[config.mk]
export PLATFORM = sky130hd
export DESIGN_NAME = i2c_bus_recovery_sequencer_flat
export DESIGN_NICKNAME = d
export VERILOG_FILES = /design/src/design/i2cbr_pkg.sv /design/src/design/i2cbr_if.sv /design/src/design/i2cbr_step.sv /design/src/design/i2c_bus_recovery_sequencer.sv /design/src/flat_wrapper.sv
export SDC_FILE = /design/constraint.sdc
export NUM_CORES = 1
export LEC_CHECK = 0
export ABC_CLOCK_PERIOD_IN_PS = 4850
export BUFFER_PORTS_ARGS = -buffer_cell sky130_fd_sc_hd__buf_2
export CORE_UTILIZATION = 35
export DETAILED_ROUTE_END_ITERATION = 16
export HOLD_SLACK_MARGIN = 0.12
export PLACE_DENSITY = 0.63
export SLEW_MARGIN = 20
export SYNTH_ARGS = -nofsm -noshare
export SYNTH_HDL_FRONTEND = slang
export SYNTH_SLANG_ARGS = --single-unit
[constraint.sdc]
create_clock -name clk_i -period 4.85 [get_ports clk_i]
set_input_delay 0.97 -clock clk_i [delete_from_list [all_inputs] [get_ports clk_i]]
set_output_delay 0.97 -clock clk_i [all_outputs]
set_load 0.005 [all_outputs]
[src/design/i2cbr_pkg.sv]
package i2cbr_pkg;

  localparam int unsigned PhaseW = 4;
  localparam int unsigned DelayW = 9;
  localparam int unsigned WaitW  = 17;
  localparam int unsigned PulseW = 4;
  localparam int unsigned HalfW  = 8;
  localparam int unsigned ToutW  = 16;
  localparam int unsigned CntW   = 32;
  localparam int unsigned CfgIdxW  = 2;
  localparam int unsigned CfgDataW = 16;

  localparam logic [PhaseW-1:0] PH_IDLE      = 4'd0;
  localparam logic [PhaseW-1:0] PH_SETTLE    = 4'd1;
  localparam logic [PhaseW-1:0] PH_INIT_WAIT = 4'd2;
  localparam logic [PhaseW-1:0] PH_PRE_WAIT  = 4'd3;
  localparam logic [PhaseW-1:0] PH_LOW       = 4'd4;
  localparam logic [PhaseW-1:0] PH_HIGH_WAIT = 4'd5;
  localparam logic [PhaseW-1:0] PH_HIGH      = 4'd6;
  localparam logic [PhaseW-1:0] PH_STOP_A    = 4'd7;
  localparam logic [PhaseW-1:0] PH_STOP_B    = 4'd8;
  localparam logic [PhaseW-1:0] PH_STOP_WAIT = 4'd9;
  localparam logic [PhaseW-1:0] PH_STOP_C    = 4'd10;
  localparam logic [PhaseW-1:0] PH_STOP_D    = 4'd11;
  localparam logic [PhaseW-1:0] PH_FINAL     = 4'd12;

  localparam logic [CfgIdxW-1:0] REG_HALF_PERIOD = 2'd0;
  localparam logic [CfgIdxW-1:0] REG_STRETCH_TO  = 2'd1;
  localparam logic [CfgIdxW-1:0] REG_PULSE_COUNT = 2'd2;

  localparam logic [HalfW-1:0]  HALF_RESET   = 8'd10 >> 1;
  localparam logic [ToutW-1:0]  TOUT_RESET   = 16'd500;
  localparam logic [PulseW-1:0] PULSES_RESET = 4'd9;

  localparam logic OP_TICK  = 1'b0;
  localparam logic OP_START = 1'b1;

  localparam logic ERR_NONE    = 1'b0;
  localparam logic ERR_TIMEOUT = 1'b1;

  typedef struct packed {
    logic [HalfW-1:0]  half_period;
    logic [ToutW-1:0]  stretch_timeout;
    logic [PulseW-1:0] pulse_count;
  } cfg_t;

  typedef struct packed {
    logic [PhaseW-1:0] phase;
    logic [DelayW-1:0] delay_left;
    logic [WaitW-1:0]  stretch_waited;
    logic [PulseW-1:0] pulse_index;
    logic              scl_drv;
    logic              sda_drv;
    logic              rec_scl;
    logic              rec_sda;
    logic              ok_flag;
    logic              err;
    logic [CntW-1:0]   ok_cnt;
    logic [CntW-1:0]   fail_cnt;
  } state_t;

endpackage

[src/design/i2cbr_if.sv]
interface i2cbr_in_if;
  logic valid;
  logic ready;
  logic op;
  logic scl_in;
  logic sda_in;

  modport source (output valid, output op, output scl_in, output sda_in, input ready);
  modport sink (input valid, input op, input scl_in, input sda_in, output ready);
endinterface

interface i2cbr_out_if;
  logic                          valid;
  logic                          ready;
  logic                          scl_release;
  logic                          sda_release;
  logic                          busy_res;
  logic                          done_res;
  logic                          success;
  logic                          seen_scl;
  logic                          seen_sda;
  logic                          timeout_err;
  logic [i2cbr_pkg::CntW-1:0]    recover_total;
  logic [i2cbr_pkg::CntW-1:0]    fail_total;

  modport source (output valid, output scl_release, output sda_release, output busy_res,
                  output done_res, output success, output seen_scl, output seen_sda,
                  output timeout_err, output recover_total, output fail_total,
                  input ready);
  modport sink (input valid, input scl_release, input sda_release, input busy_res,
                input done_res, input success, input seen_scl, input seen_sda,
                input timeout_err, input recover_total, input fail_total,
                output ready);
endinterface

interface i2cbr_cfg_if;
  logic                            valid;
  logic                            ready;
  logic [i2cbr_pkg::CfgIdxW-1:0]   index;
  logic [i2cbr_pkg::CfgDataW-1:0]  data;

  modport source (output valid, output index, output data, input ready);
  modport sink (input valid, input index, input data, output ready);
endinterface

[src/design/i2cbr_step.sv]
module i2cbr_step (
  input  i2cbr_pkg::state_t cur_i,
  input  i2cbr_pkg::cfg_t   cfg_i,
  input  logic              op_i,
  input  logic              scl_i,
  input  logic              sda_i,
  output i2cbr_pkg::state_t nxt_o,
  output logic              done_o
);

  logic [i2cbr_pkg::HalfW-1:0]  half;
  logic [i2cbr_pkg::DelayW-1:0] per;
  logic [i2cbr_pkg::DelayW-1:0] dec;
  logic [i2cbr_pkg::WaitW-1:0]  wait_add;
  logic                         to_cur;
  logic                         to_zero;
  logic                         more_pulses;
  logic [i2cbr_pkg::PulseW-1:0] pi_inc;

  assign half     = (cfg_i.half_period == '0) ? i2cbr_pkg::HalfW'(1) : cfg_i.half_period;
  assign per      = {half, 1'b0};
  assign dec      = (cur_i.delay_left != '0) ? cur_i.delay_left - 1'b1 : cur_i.delay_left;
  assign wait_add = cur_i.stretch_waited + {{(i2cbr_pkg::WaitW-i2cbr_pkg::DelayW){1'b0}}, per};
  assign to_cur   = cur_i.stretch_waited >= {1'b0, cfg_i.stretch_timeout};
  assign to_zero  = cfg_i.stretch_timeout == '0;
  assign pi_inc   = cur_i.pulse_index + 1'b1;
  assign more_pulses = cur_i.pulse_index < cfg_i.pulse_count;

  always_comb begin
    nxt_o  = cur_i;
    done_o = 1'b0;
    if (op_i == i2cbr_pkg::OP_START) begin
      if (cur_i.phase == i2cbr_pkg::PH_IDLE) begin
        nxt_o.scl_drv        = 1'b1;
        nxt_o.sda_drv        = 1'b1;
        nxt_o.stretch_waited = '0;
        nxt_o.pulse_index    = '0;
        nxt_o.phase          = i2cbr_pkg::PH_SETTLE;
        nxt_o.delay_left     = per;
      end
    end else if (cur_i.phase != i2cbr_pkg::PH_IDLE) begin
      nxt_o.delay_left = dec;
      if (dec == '0) begin
        case (cur_i.phase)
          i2cbr_pkg::PH_SETTLE, i2cbr_pkg::PH_INIT_WAIT: begin
            if (cur_i.phase == i2cbr_pkg::PH_SETTLE) begin
              nxt_o.rec_scl = scl_i;
              nxt_o.rec_sda = sda_i;
            end
            if (scl_i) begin
              nxt_o.stretch_waited = '0;
              if (!more_pulses) begin
                nxt_o.scl_drv    = 1'b0;
                nxt_o.phase      = i2cbr_pkg::PH_STOP_A;
                nxt_o.delay_left = {1'b0, half};
              end else begin
                nxt_o.scl_drv    = 1'b0;
                nxt_o.phase      = i2cbr_pkg::PH_LOW;
                nxt_o.delay_left = {1'b0, half};
              end
            end else if ((cur_i.phase == i2cbr_pkg::PH_SETTLE) ? to_zero : to_cur) begin
              done_o         = 1'b1;
              nxt_o.fail_cnt = cur_i.fail_cnt + 1'b1;
              nxt_o.ok_flag  = 1'b0;
              nxt_o.err      = i2cbr_pkg::ERR_TIMEOUT;
              nxt_o.phase    = i2cbr_pkg::PH_IDLE;
              nxt_o.delay_left = '0;
              nxt_o.scl_drv  = 1'b1;
              nxt_o.sda_drv  = 1'b1;
            end else begin
              nxt_o.phase          = i2cbr_pkg::PH_INIT_WAIT;
              nxt_o.stretch_waited = (cur_i.phase == i2cbr_pkg::PH_SETTLE) ?
                                     {{(i2cbr_pkg::WaitW-i2cbr_pkg::DelayW){1'b0}}, per} :
                                     wait_add;
              nxt_o.delay_left     = per;
            end
          end
          i2cbr_pkg::PH_PRE_WAIT, i2cbr_pkg::PH_HIGH_WAIT: begin
            if (scl_i) begin
              if (cur_i.phase == i2cbr_pkg::PH_PRE_WAIT) begin
                nxt_o.scl_drv = 1'b0;
                nxt_o.phase   = i2cbr_pkg::PH_LOW;
              end else begin
                nxt_o.phase   = i2cbr_pkg::PH_HIGH;
              end
              nxt_o.delay_left = {1'b0, half};
            end else if (to_cur) begin
              nxt_o.scl_drv    = 1'b0;
              nxt_o.phase      = i2cbr_pkg::PH_STOP_A;
              nxt_o.delay_left = {1'b0, half};
            end else begin
              nxt_o.stretch_waited = wait_add;
              nxt_o.delay_left     = per;
            end
          end
          i2cbr_pkg::PH_LOW: begin
            nxt_o.scl_drv        = 1'b1;
            nxt_o.stretch_waited = '0;
            nxt_o.phase          = i2cbr_pkg::PH_HIGH_WAIT;
            nxt_o.delay_left     = i2cbr_pkg::DelayW'(1);
          end
          i2cbr_pkg::PH_HIGH: begin
            nxt_o.pulse_index = pi_inc;
            if (pi_inc >= cfg_i.pulse_count) begin
              nxt_o.scl_drv    = 1'b0;
              nxt_o.phase      = i2cbr_pkg::PH_STOP_A;
              nxt_o.delay_left = {1'b0, half};
            end else begin
              nxt_o.stretch_waited = '0;
              if (scl_i) begin
                nxt_o.scl_drv    = 1'b0;
                nxt_o.phase      = i2cbr_pkg::PH_LOW;
                nxt_o.delay_left = {1'b0, half};
              end else if (to_zero) begin
                nxt_o.scl_drv    = 1'b0;
                nxt_o.phase      = i2cbr_pkg::PH_STOP_A;
                nxt_o.delay_left = {1'b0, half};
              end else begin
                nxt_o.phase          = i2cbr_pkg::PH_PRE_WAIT;
                nxt_o.stretch_waited =
                  {{(i2cbr_pkg::WaitW-i2cbr_pkg::DelayW){1'b0}}, per};
                nxt_o.delay_left     = per;
              end
            end
          end
          i2cbr_pkg::PH_STOP_A: begin
            nxt_o.sda_drv    = 1'b0;
            nxt_o.phase      = i2cbr_pkg::PH_STOP_B;
            nxt_o.delay_left = {1'b0, half};
          end
          i2cbr_pkg::PH_STOP_B: begin
            nxt_o.scl_drv        = 1'b1;
            nxt_o.stretch_waited = '0;
            nxt_o.phase          = i2cbr_pkg::PH_STOP_WAIT;
            nxt_o.delay_left     = i2cbr_pkg::DelayW'(1);
          end
          i2cbr_pkg::PH_STOP_WAIT: begin
            if (scl_i || to_cur) begin
              nxt_o.phase      = i2cbr_pkg::PH_STOP_C;
              nxt_o.delay_left = {1'b0, half};
            end else begin
              nxt_o.stretch_waited = wait_add;
              nxt_o.delay_left     = per;
            end
          end
          i2cbr_pkg::PH_STOP_C: begin
            nxt_o.sda_drv    = 1'b1;
            nxt_o.phase      = i2cbr_pkg::PH_STOP_D;
            nxt_o.delay_left = {1'b0, half};
          end
          i2cbr_pkg::PH_STOP_D: begin
            nxt_o.phase      = i2cbr_pkg::PH_FINAL;
            nxt_o.delay_left = per;
          end
          i2cbr_pkg::PH_FINAL: begin
            done_o           = 1'b1;
            nxt_o.rec_scl    = scl_i;
            nxt_o.rec_sda    = sda_i;
            nxt_o.phase      = i2cbr_pkg::PH_IDLE;
            nxt_o.delay_left = '0;
            nxt_o.scl_drv    = 1'b1;
            nxt_o.sda_drv    = 1'b1;
            if (scl_i && sda_i) begin
              nxt_o.ok_cnt  = cur_i.ok_cnt + 1'b1;
              nxt_o.ok_flag = 1'b1;
              nxt_o.err     = i2cbr_pkg::ERR_NONE;
            end else begin
              nxt_o.fail_cnt = cur_i.fail_cnt + 1'b1;
              nxt_o.ok_flag  = 1'b0;
              nxt_o.err      = i2cbr_pkg::ERR_TIMEOUT;
            end
          end
          default: begin
            nxt_o.phase      = i2cbr_pkg::PH_IDLE;
            nxt_o.delay_left = '0;
          end
        endcase
      end
    end
  end

endmodule

[src/design/i2c_bus_recovery_sequencer.sv]
// data path: an accepted beat is held in the input register, stepped into the state and
//   result registers once the result side can take it, and shown on the result channel from then on
// throughput: one beat per cycle while the result channel is not stalled; the sequencer step
//   is one pass of logic between the input register and the result register
// reset: asynchronous, active low; config returns to 5 / 500 / 9, sequencer idle,
//   both lines released, counters zero, no beat held
module i2c_bus_recovery_sequencer (
  input  logic        clk_i,
  input  logic        rst_ni,
  i2cbr_in_if.sink    in_i,
  i2cbr_out_if.source out_o,
  i2cbr_cfg_if.sink   cfg_i
);

  i2cbr_pkg::cfg_t   cfg_q;
  i2cbr_pkg::state_t state_q;
  i2cbr_pkg::state_t state_d;
  logic              step_done;

  logic in_valid_q;
  logic op_q;
  logic scl_q;
  logic sda_q;
  logic out_valid_q;
  logic done_q;
  logic advance;

  assign advance     = in_valid_q && (!out_valid_q || out_o.ready);
  assign in_i.ready  = !in_valid_q || advance;
  assign cfg_i.ready = 1'b1;

  always_ff @(posedge clk_i or negedge rst_ni) begin
    if (!rst_ni) begin
      cfg_q.half_period     <= i2cbr_pkg::HALF_RESET;
      cfg_q.stretch_timeout <= i2cbr_pkg::TOUT_RESET;
      cfg_q.pulse_count     <= i2cbr_pkg::PULSES_RESET;
    end else if (cfg_i.valid) begin
      case (cfg_i.index)
        i2cbr_pkg::REG_HALF_PERIOD: cfg_q.half_period <= cfg_i.data[i2cbr_pkg::HalfW-1:0];
        i2cbr_pkg::REG_STRETCH_TO:  cfg_q.stretch_timeout <= cfg_i.data;
        i2cbr_pkg::REG_PULSE_COUNT: cfg_q.pulse_count <= cfg_i.data[i2cbr_pkg::PulseW-1:0];
        default: ;
      endcase
    end
  end

  // input register
  always_ff @(posedge clk_i or negedge rst_ni) begin
    if (!rst_ni) begin
      in_valid_q <= 1'b0;
    end else if (in_i.ready) begin
      in_valid_q <= in_i.valid;
    end
  end

  always_ff @(posedge clk_i) begin
    if (in_i.valid && in_i.ready) begin
      op_q  <= in_i.op;
      scl_q <= in_i.scl_in;
      sda_q <= in_i.sda_in;
    end
  end

  i2cbr_step u_step (
    .cur_i  (state_q),
    .cfg_i  (cfg_q),
    .op_i   (op_q),
    .scl_i  (scl_q),
    .sda_i  (sda_q),
    .nxt_o  (state_d),
    .done_o (step_done)
  );

  always_ff @(posedge clk_i or negedge rst_ni) begin
    if (!rst_ni) begin
      state_q.phase          <= i2cbr_pkg::PH_IDLE;
      state_q.delay_left     <= '0;
      state_q.stretch_waited <= '0;
      state_q.pulse_index    <= '0;
      state_q.scl_drv        <= 1'b1;
      state_q.sda_drv        <= 1'b1;
      state_q.rec_scl        <= 1'b0;
      state_q.rec_sda        <= 1'b0;
      state_q.ok_flag        <= 1'b0;
      state_q.err            <= i2cbr_pkg::ERR_NONE;
      state_q.ok_cnt         <= '0;
      state_q.fail_cnt       <= '0;
    end else if (advance) begin
      state_q <= state_d;
    end
  end

  // result register
  always_ff @(posedge clk_i or negedge rst_ni) begin
    if (!rst_ni) begin
      out_valid_q <= 1'b0;
    end else if (advance) begin
      out_valid_q <= 1'b1;
    end else if (out_o.ready) begin
      out_valid_q <= 1'b0;
    end
  end

  always_ff @(posedge clk_i) begin
    if (advance) begin
      done_q <= step_done;
    end
  end

  assign out_o.valid         = out_valid_q;
  assign out_o.scl_release   = state_q.scl_drv;
  assign out_o.sda_release   = state_q.sda_drv;
  assign out_o.busy_res      = state_q.phase != i2cbr_pkg::PH_IDLE;
  assign out_o.done_res      = done_q;
  assign out_o.success       = state_q.ok_flag;
  assign out_o.seen_scl      = state_q.rec_scl;
  assign out_o.seen_sda      = state_q.rec_sda;
  assign out_o.timeout_err   = state_q.err;
  assign out_o.recover_total = state_q.ok_cnt;
  assign out_o.fail_total    = state_q.fail_cnt;

  a_done_not_busy: assert property (@(posedge clk_i) disable iff (!rst_ni)
    out_valid_q && done_q |-> state_q.phase == i2cbr_pkg::PH_IDLE)
    else $error("done beat with sequencer still busy");

  a_idle_released: assert property (@(posedge clk_i) disable iff (!rst_ni)
    state_q.phase == i2cbr_pkg::PH_IDLE |-> state_q.scl_drv && state_q.sda_drv)
    else $error("line driven low while idle");

  a_stall_only_on_full: assert property (@(posedge clk_i) disable iff (!rst_ni)
    !in_i.ready |-> in_valid_q && out_valid_q && !out_o.ready)
    else $error("input stalled without a blocked result");

  a_one_counter_step: assert property (@(posedge clk_i) disable iff (!rst_ni)
    advance |=> !(state_q.ok_cnt != $past(state_q.ok_cnt)
                  && state_q.fail_cnt != $past(state_q.fail_cnt)))
    else $error("both recovery counters moved on one beat");

endmodule

[src/flat_wrapper.sv]
// flat-port wrapper written by rule: the top's interface ports become plain ports
module i2c_bus_recovery_sequencer_flat 
  (clk_i, rst_ni, in_i_valid, in_i_op, in_i_scl_in, in_i_sda_in, in_i_ready, out_o_valid, out_o_scl_release, out_o_sda_release, out_o_busy_res, out_o_done_res, out_o_success, out_o_seen_scl, out_o_seen_sda, out_o_timeout_err, out_o_recover_total, out_o_fail_total, out_o_ready, cfg_i_valid, cfg_i_index, cfg_i_data, cfg_i_ready);
  i2cbr_in_if in_i_i ();
  i2cbr_out_if out_o_i ();
  i2cbr_cfg_if cfg_i_i ();
  input  logic clk_i;
  input  logic rst_ni;
  input wire logic [$bits(in_i_i.valid)-1:0] in_i_valid;
  input wire logic [$bits(in_i_i.op)-1:0] in_i_op;
  input wire logic [$bits(in_i_i.scl_in)-1:0] in_i_scl_in;
  input wire logic [$bits(in_i_i.sda_in)-1:0] in_i_sda_in;
  output wire logic [$bits(in_i_i.ready)-1:0] in_i_ready;
  output wire logic [$bits(out_o_i.valid)-1:0] out_o_valid;
  output wire logic [$bits(out_o_i.scl_release)-1:0] out_o_scl_release;
  output wire logic [$bits(out_o_i.sda_release)-1:0] out_o_sda_release;
  output wire logic [$bits(out_o_i.busy_res)-1:0] out_o_busy_res;
  output wire logic [$bits(out_o_i.done_res)-1:0] out_o_done_res;
  output wire logic [$bits(out_o_i.success)-1:0] out_o_success;
  output wire logic [$bits(out_o_i.seen_scl)-1:0] out_o_seen_scl;
  output wire logic [$bits(out_o_i.seen_sda)-1:0] out_o_seen_sda;
  output wire logic [$bits(out_o_i.timeout_err)-1:0] out_o_timeout_err;
  output wire logic [$bits(out_o_i.recover_total)-1:0] out_o_recover_total;
  output wire logic [$bits(out_o_i.fail_total)-1:0] out_o_fail_total;
  input wire logic [$bits(out_o_i.ready)-1:0] out_o_ready;
  input wire logic [$bits(cfg_i_i.valid)-1:0] cfg_i_valid;
  input wire logic [$bits(cfg_i_i.index)-1:0] cfg_i_index;
  input wire logic [$bits(cfg_i_i.data)-1:0] cfg_i_data;
  output wire logic [$bits(cfg_i_i.ready)-1:0] cfg_i_ready;
  assign in_i_i.valid = in_i_valid;
  assign in_i_i.op = in_i_op;
  assign in_i_i.scl_in = in_i_scl_in;
  assign in_i_i.sda_in = in_i_sda_in;
  assign in_i_ready = in_i_i.ready;
  assign out_o_valid = out_o_i.valid;
  assign out_o_scl_release = out_o_i.scl_release;
  assign out_o_sda_release = out_o_i.sda_release;
  assign out_o_busy_res = out_o_i.busy_res;
  assign out_o_done_res = out_o_i.done_res;
  assign out_o_success = out_o_i.success;
  assign out_o_seen_scl = out_o_i.seen_scl;
  assign out_o_seen_sda = out_o_i.seen_sda;
  assign out_o_timeout_err = out_o_i.timeout_err;
  assign out_o_recover_total = out_o_i.recover_total;
  assign out_o_fail_total = out_o_i.fail_total;
  assign out_o_i.ready = out_o_ready;
  assign cfg_i_i.valid = cfg_i_valid;
  assign cfg_i_i.index = cfg_i_index;
  assign cfg_i_i.data = cfg_i_data;
  assign cfg_i_ready = cfg_i_i.ready;
  i2c_bus_recovery_sequencer u_core (.clk_i(clk_i), .rst_ni(rst_ni), .in_i(in_i_i), .out_o(out_o_i), .cfg_i(cfg_i_i));
endmodule
==> impl_metrics.sql <==
INSERT INTO impl_metrics (metric_group, metric, value, unit) VALUES
('timing', 'maxSlewHeadroom', '32.35', '%'),
('cts', 'clock_path_buffers', '2', ''),
('cts', 'root_buffer', 'sky130_fd_sc_hd__clkbuf_16', ''),
('routing', 'routed_via_density', '5.327', ''),
('global_route', 'groute.layer.met3.usage', '3.348', '%'),
('timing', 'final.min_clock_period', '3.807', 'ns'),
('worst_setup_path', 'critical_path_arrival', '4.17', 'ns'),
('timing', 'hold_viol_final', '0', ''),
('worst_setup_path', 'cell_type_group_with_the_largest_total_delay_on_the_critical_path', 'simple AND/OR/NAND/NOR gates', ''),
('timing', 'max_clock_freq', '262.7', 'MHz'),
('timing', 'finalCritPeriodShare', '78.49', '%'),
('timing', 'finalMaxSlewViolations', '0', ''),
('global_route', 'globalRouteOverflowTotal', '0', ''),
('cells_and_area', 'nNetsFinal', '1011', ''),
('routing', 'vias', '6813', ''),
('logic_synthesis', 'synth_edf_count', '4', ''),
('worst_setup_path', 'critical_path.endpoint_type', 'flip-flop', ''),
('logic_synthesis', 'postSynth.asyncResetShare', '97.08', '%'),
('floorplanning', 'die_width', '158.3', 'um'),
('global_route', 'pin_count_of_the_biggest_net_entering_global_routing', '105', ''),
('timing', 'worst-slew-pin-transition', '1.007', 'ns'),
('worst_setup_path', 'crit_required', '5.21', 'ns'),
('place', 'post-dp-hpwl', '14790', 'um'),
('global_route', 'grt_antenna_before_repair', '0', ''),
('timing', 'worst_setup_slack_after_layout', '1.043', 'ns'),
('cts', 'cts_htree_levels', '4', ''),
('hold_path', 'holdCritPathClass', 'flip-flop to flip-flop', ''),
('place', 'routabilityCongestion', '0.8813', ''),
('floorplanning', 'die_area', '25060', 'um2'),
('status', 'outcome', 'finished clean', ''),
('cts', 'cts_inserted_buffers', '17', ''),
('routing', 'avgRoutedWirePerCell', '16.16', 'um'),
('logic_synthesis', 'synth_cell_type_count', '76', ''),
('floorplanning', 'fp.coreArea', '23680', 'um2'),
('timing', 'fin_tns_setup', '0', 'ns'),
('pwr', 'static-leakage-power', '4.454', 'nW'),
('worst_setup_path', 'critical_path.max_stage_delay', '0.71', 'ns'),
('logic_synthesis', 'postSynth.topFlopCell', 'sky130_fd_sc_hd__dfrtp_1', ''),
('logic_synthesis', 'yosys_warnings', '0', ''),
('timing', 'rsz0062_at_grt', 'false', ''),
('floorplanning', 'num_io_pins', '101', ''),
('floorplanning', 'fp.dieH', '158.3', 'um'),
('floorplanning', 'initial_utilization', '36.11', '%'),
('cells_and_area', 'diodes', '0', ''),
('worst_setup_path', 'cp_num_buf_inv', '1', ''),
('cts', 'cts_hold_buffers', '0', ''),
('logic_synthesis', 'synth.avg_cell_area', '9.345', 'um2'),
('pwr', 'totalPowerFinal', '3.660', 'mW'),
('worst_setup_path', 'worstSetupStartpointType', 'flip-flop', ''),
('routing', 'detailedRoute.firstIterationViolations', '589', ''),
('global_route', 'gr-usage-all-layers', '16.98', '%'),
('cts', 'number_of_clock_sinks_seen_by_cts', '137', ''),
('flow_run', 'max_cap_violations', '0', ''),
('logic_synthesis', 'synthesis.instances', '915', ''),
('cts', 'number_of_instances_resized_during_post_cts_repair', '0', ''),
('worst_setup_path', 'worst_path_max_delay_cell', 'sky130_fd_sc_hd__nor3_1', ''),
('place', 'place.port_buffers', '99', ''),
('routing', 'antenna_left', '0', ''),
('logic_synthesis', 'syn-cell-area', '8551', 'um2'),
('logic_synthesis', 'synth_sequential_area_ratio', '40.50', '%'),
('cts', 'tritoncts', 'done', ''),
('worst_setup_path', 'worstPathCellList', 'inv_1, ha_1, nor2b_1, nand3_1, mux2i_1, and4_1, nand2_1, nor3_1, a32o_1', ''),
('logic_synthesis', 'postSynthNetCount', '979', ''),
('logic_synthesis', 'synth.ff_latch_count', '137', ''),
('worst_setup_path', 'type_of_the_setup_path_with_the_least_slack', 'flip-flop to flip-flop', ''),
('cells_and_area', 'syn2layout_area_growth', '10.93', '%'),
('place', 'pre_cts_ws', '1.062', 'ns'),
('routing', 'drc', '0', ''),
('cts', 'insertion_delay', '0.43', 'ns'),
('worst_setup_path', 'worstPathMaxFanout', '12', ''),
('worst_setup_path', 'regToRegSetupSlack', '1.04', 'ns');
-- power by group --
part / internal [mW] / total [mW] / switching, mW
Clock: 0.770 / 1.32 / 0.553
Sequential: 1.26 / 1.42 / 0.163
Combinational: 0.357 / 0.912 / 0.556
Total: 2.39 / 3.66 / 1.27
-- cell usage in the layout (no fill, tap or decap), types with 6 or more instances in the layout --
cell | Yosys | layout
sky130_fd_sc_hd__a21o_1 | 10 | 10
sky130_fd_sc_hd__a21oi_1 | 37 | 37
sky130_fd_sc_hd__nand4_1 | 17 | 17
sky130_fd_sc_hd__nor3_1 | 16 | 16
sky130_fd_sc_hd__o221ai_1 | 6 | 6
sky130_fd_sc_hd__o31ai_1 | 8 | 8
sky130_fd_sc_hd__ha_1 | 37 | 37
sky130_fd_sc_hd__or3_1 | 7 | 7
sky130_fd_sc_hd__a22oi_1 | 6 | 6
sky130_fd_sc_hd__xnor2_1 | 51 | 51
sky130_fd_sc_hd__a31oi_1 | 12 | 12
sky130_fd_sc_hd__dfrtp_1 | 121 | 121
sky130_fd_sc_hd__nor2_1 | 66 | 65
sky130_fd_sc_hd__dfstp_2 | 12 | 12
sky130_fd_sc_hd__buf_4 | 66 | 8
sky130_fd_sc_hd__mux2_2 | 33 | 33
sky130_fd_sc_hd__clkbuf_16 | 0 | 17
sky130_fd_sc_hd__xor2_1 | 20 | 20
sky130_fd_sc_hd__nand2b_1 | 11 | 11
sky130_fd_sc_hd__nor4_1 | 12 | 12
sky130_fd_sc_hd__and3_1 | 16 | 16
sky130_fd_sc_hd__nor2b_1 | 12 | 12
sky130_fd_sc_hd__nand3_1 | 60 | 60
sky130_fd_sc_hd__nand2_1 | 81 | 81
sky130_fd_sc_hd__inv_1 | 40 | 40
sky130_fd_sc_hd__o21ai_0 | 37 | 37
sky130_fd_sc_hd__buf_2 | 4 | 98
-- Yosys cell counts (16+ instances only) --
| cell type | n | share of area [%] |
|---|---|---|
| sky130_fd_sc_hd__a21oi_1 | 37 | 2.2 |
| sky130_fd_sc_hd__and3_1 | 16 | 1.2 |
| sky130_fd_sc_hd__buf_4 | 66 | 5.8 |
| sky130_fd_sc_hd__clkbuf_1 | 17 | 0.75 |
| sky130_fd_sc_hd__dfrtp_1 | 121 | 35 |
| sky130_fd_sc_hd__ha_1 | 37 | 5.4 |
| sky130_fd_sc_hd__inv_1 | 40 | 1.8 |
| sky130_fd_sc_hd__mux2_2 | 33 | 4.3 |
| sky130_fd_sc_hd__nand2_1 | 81 | 3.6 |
| sky130_fd_sc_hd__nand3_1 | 60 | 3.5 |
| sky130_fd_sc_hd__nand4_1 | 17 | 1.2 |
| sky130_fd_sc_hd__nor2_1 | 66 | 2.9 |
| sky130_fd_sc_hd__nor3_1 | 16 | 0.94 |
| sky130_fd_sc_hd__o21ai_0 | 37 | 2.2 |
| sky130_fd_sc_hd__xnor2_1 | 51 | 5.2 |
| sky130_fd_sc_hd__xor2_1 | 20 | 2.0 |
-- metal layers --
layer / vias to the layer above / share of wire (%)
li1: 3270 / -
met1: 3296 / 50
met2: 226 / 43
met3: 21 / 5.7
met4: 0 / 1.6
met5: - / 0
-- final timing paths --
kind                                                          from                                    endpoint  depth (start not counted)
setup reg to reg                    u_core.state_q[91]$_DFFE_PN0P_              u_core.state_q[82]$_DFFE_PN0P_                          9
max in group asynchronous                                   rst_ni     u_core.out_o.fail_total[14]$_DFFE_PN0P_                          2
min in group asynchronous                                   rst_ni  u_core.out_o.recover_total[10]$_DFFE_PN0P_                          1
setup / recovery                    u_core.state_q[91]$_DFFE_PN0P_              u_core.state_q[82]$_DFFE_PN0P_                          9
hold / removal             u_core.out_o.fail_total[31]$_DFFE_PN0P_     u_core.out_o.fail_total[31]$_DFFE_PN0P_                          1
hold reg to reg            u_core.out_o.fail_total[31]$_DFFE_PN0P_     u_core.out_o.fail_total[31]$_DFFE_PN0P_                          1
-- cell families (layout without fill, tap and decap cells) --
family | Yosys count | count (layout) | share of synthesized area (%)
compound gates | 170 | 170 | 13.35
xor+xnor | 71 | 71 | 7.273
fa+ha+maj | 38 | 38 | 5.648
buf+inv | 136 | 181 | 9.102
flops | 137 | 137 | 40.50
mux | 35 | 35 | 4.580
other cells | 1 | 1 | 0.04386
simple gates | 327 | 327 | 19.51
-- stage by stage --
step	cell area, um2	util, %
2_1_floorplan	8551	-
3_3_place_gp	8891	37.54
3_5_place_dp	8891	37.54
4_1_cts	9483	40.04
5_1_grt	9485	40.05
6_report	9485	40.05
-- sequential cells by signal (all words and copies together) (netlist names), 28 cells and up --
| register | cells |
|---|---|
| u_core.out_o.fail_total | 32 |
| u_core.state_q | 33 |
| u_core.cfg_q | 28 |
| u_core.out_o.recover_total | 32 |
-- layout make-up --
class,count,area [um2]
multi-input cells,642,4312
repair buffers,107,561.8
fillers,2383,14200
well taps,319,399.1
clock inverters,14,162.7
flip-flops and latches,137,3463
clock buffers,18,429.2
inverters,42,157.7
Note: power is estimated with default switching activity, not from simulation.
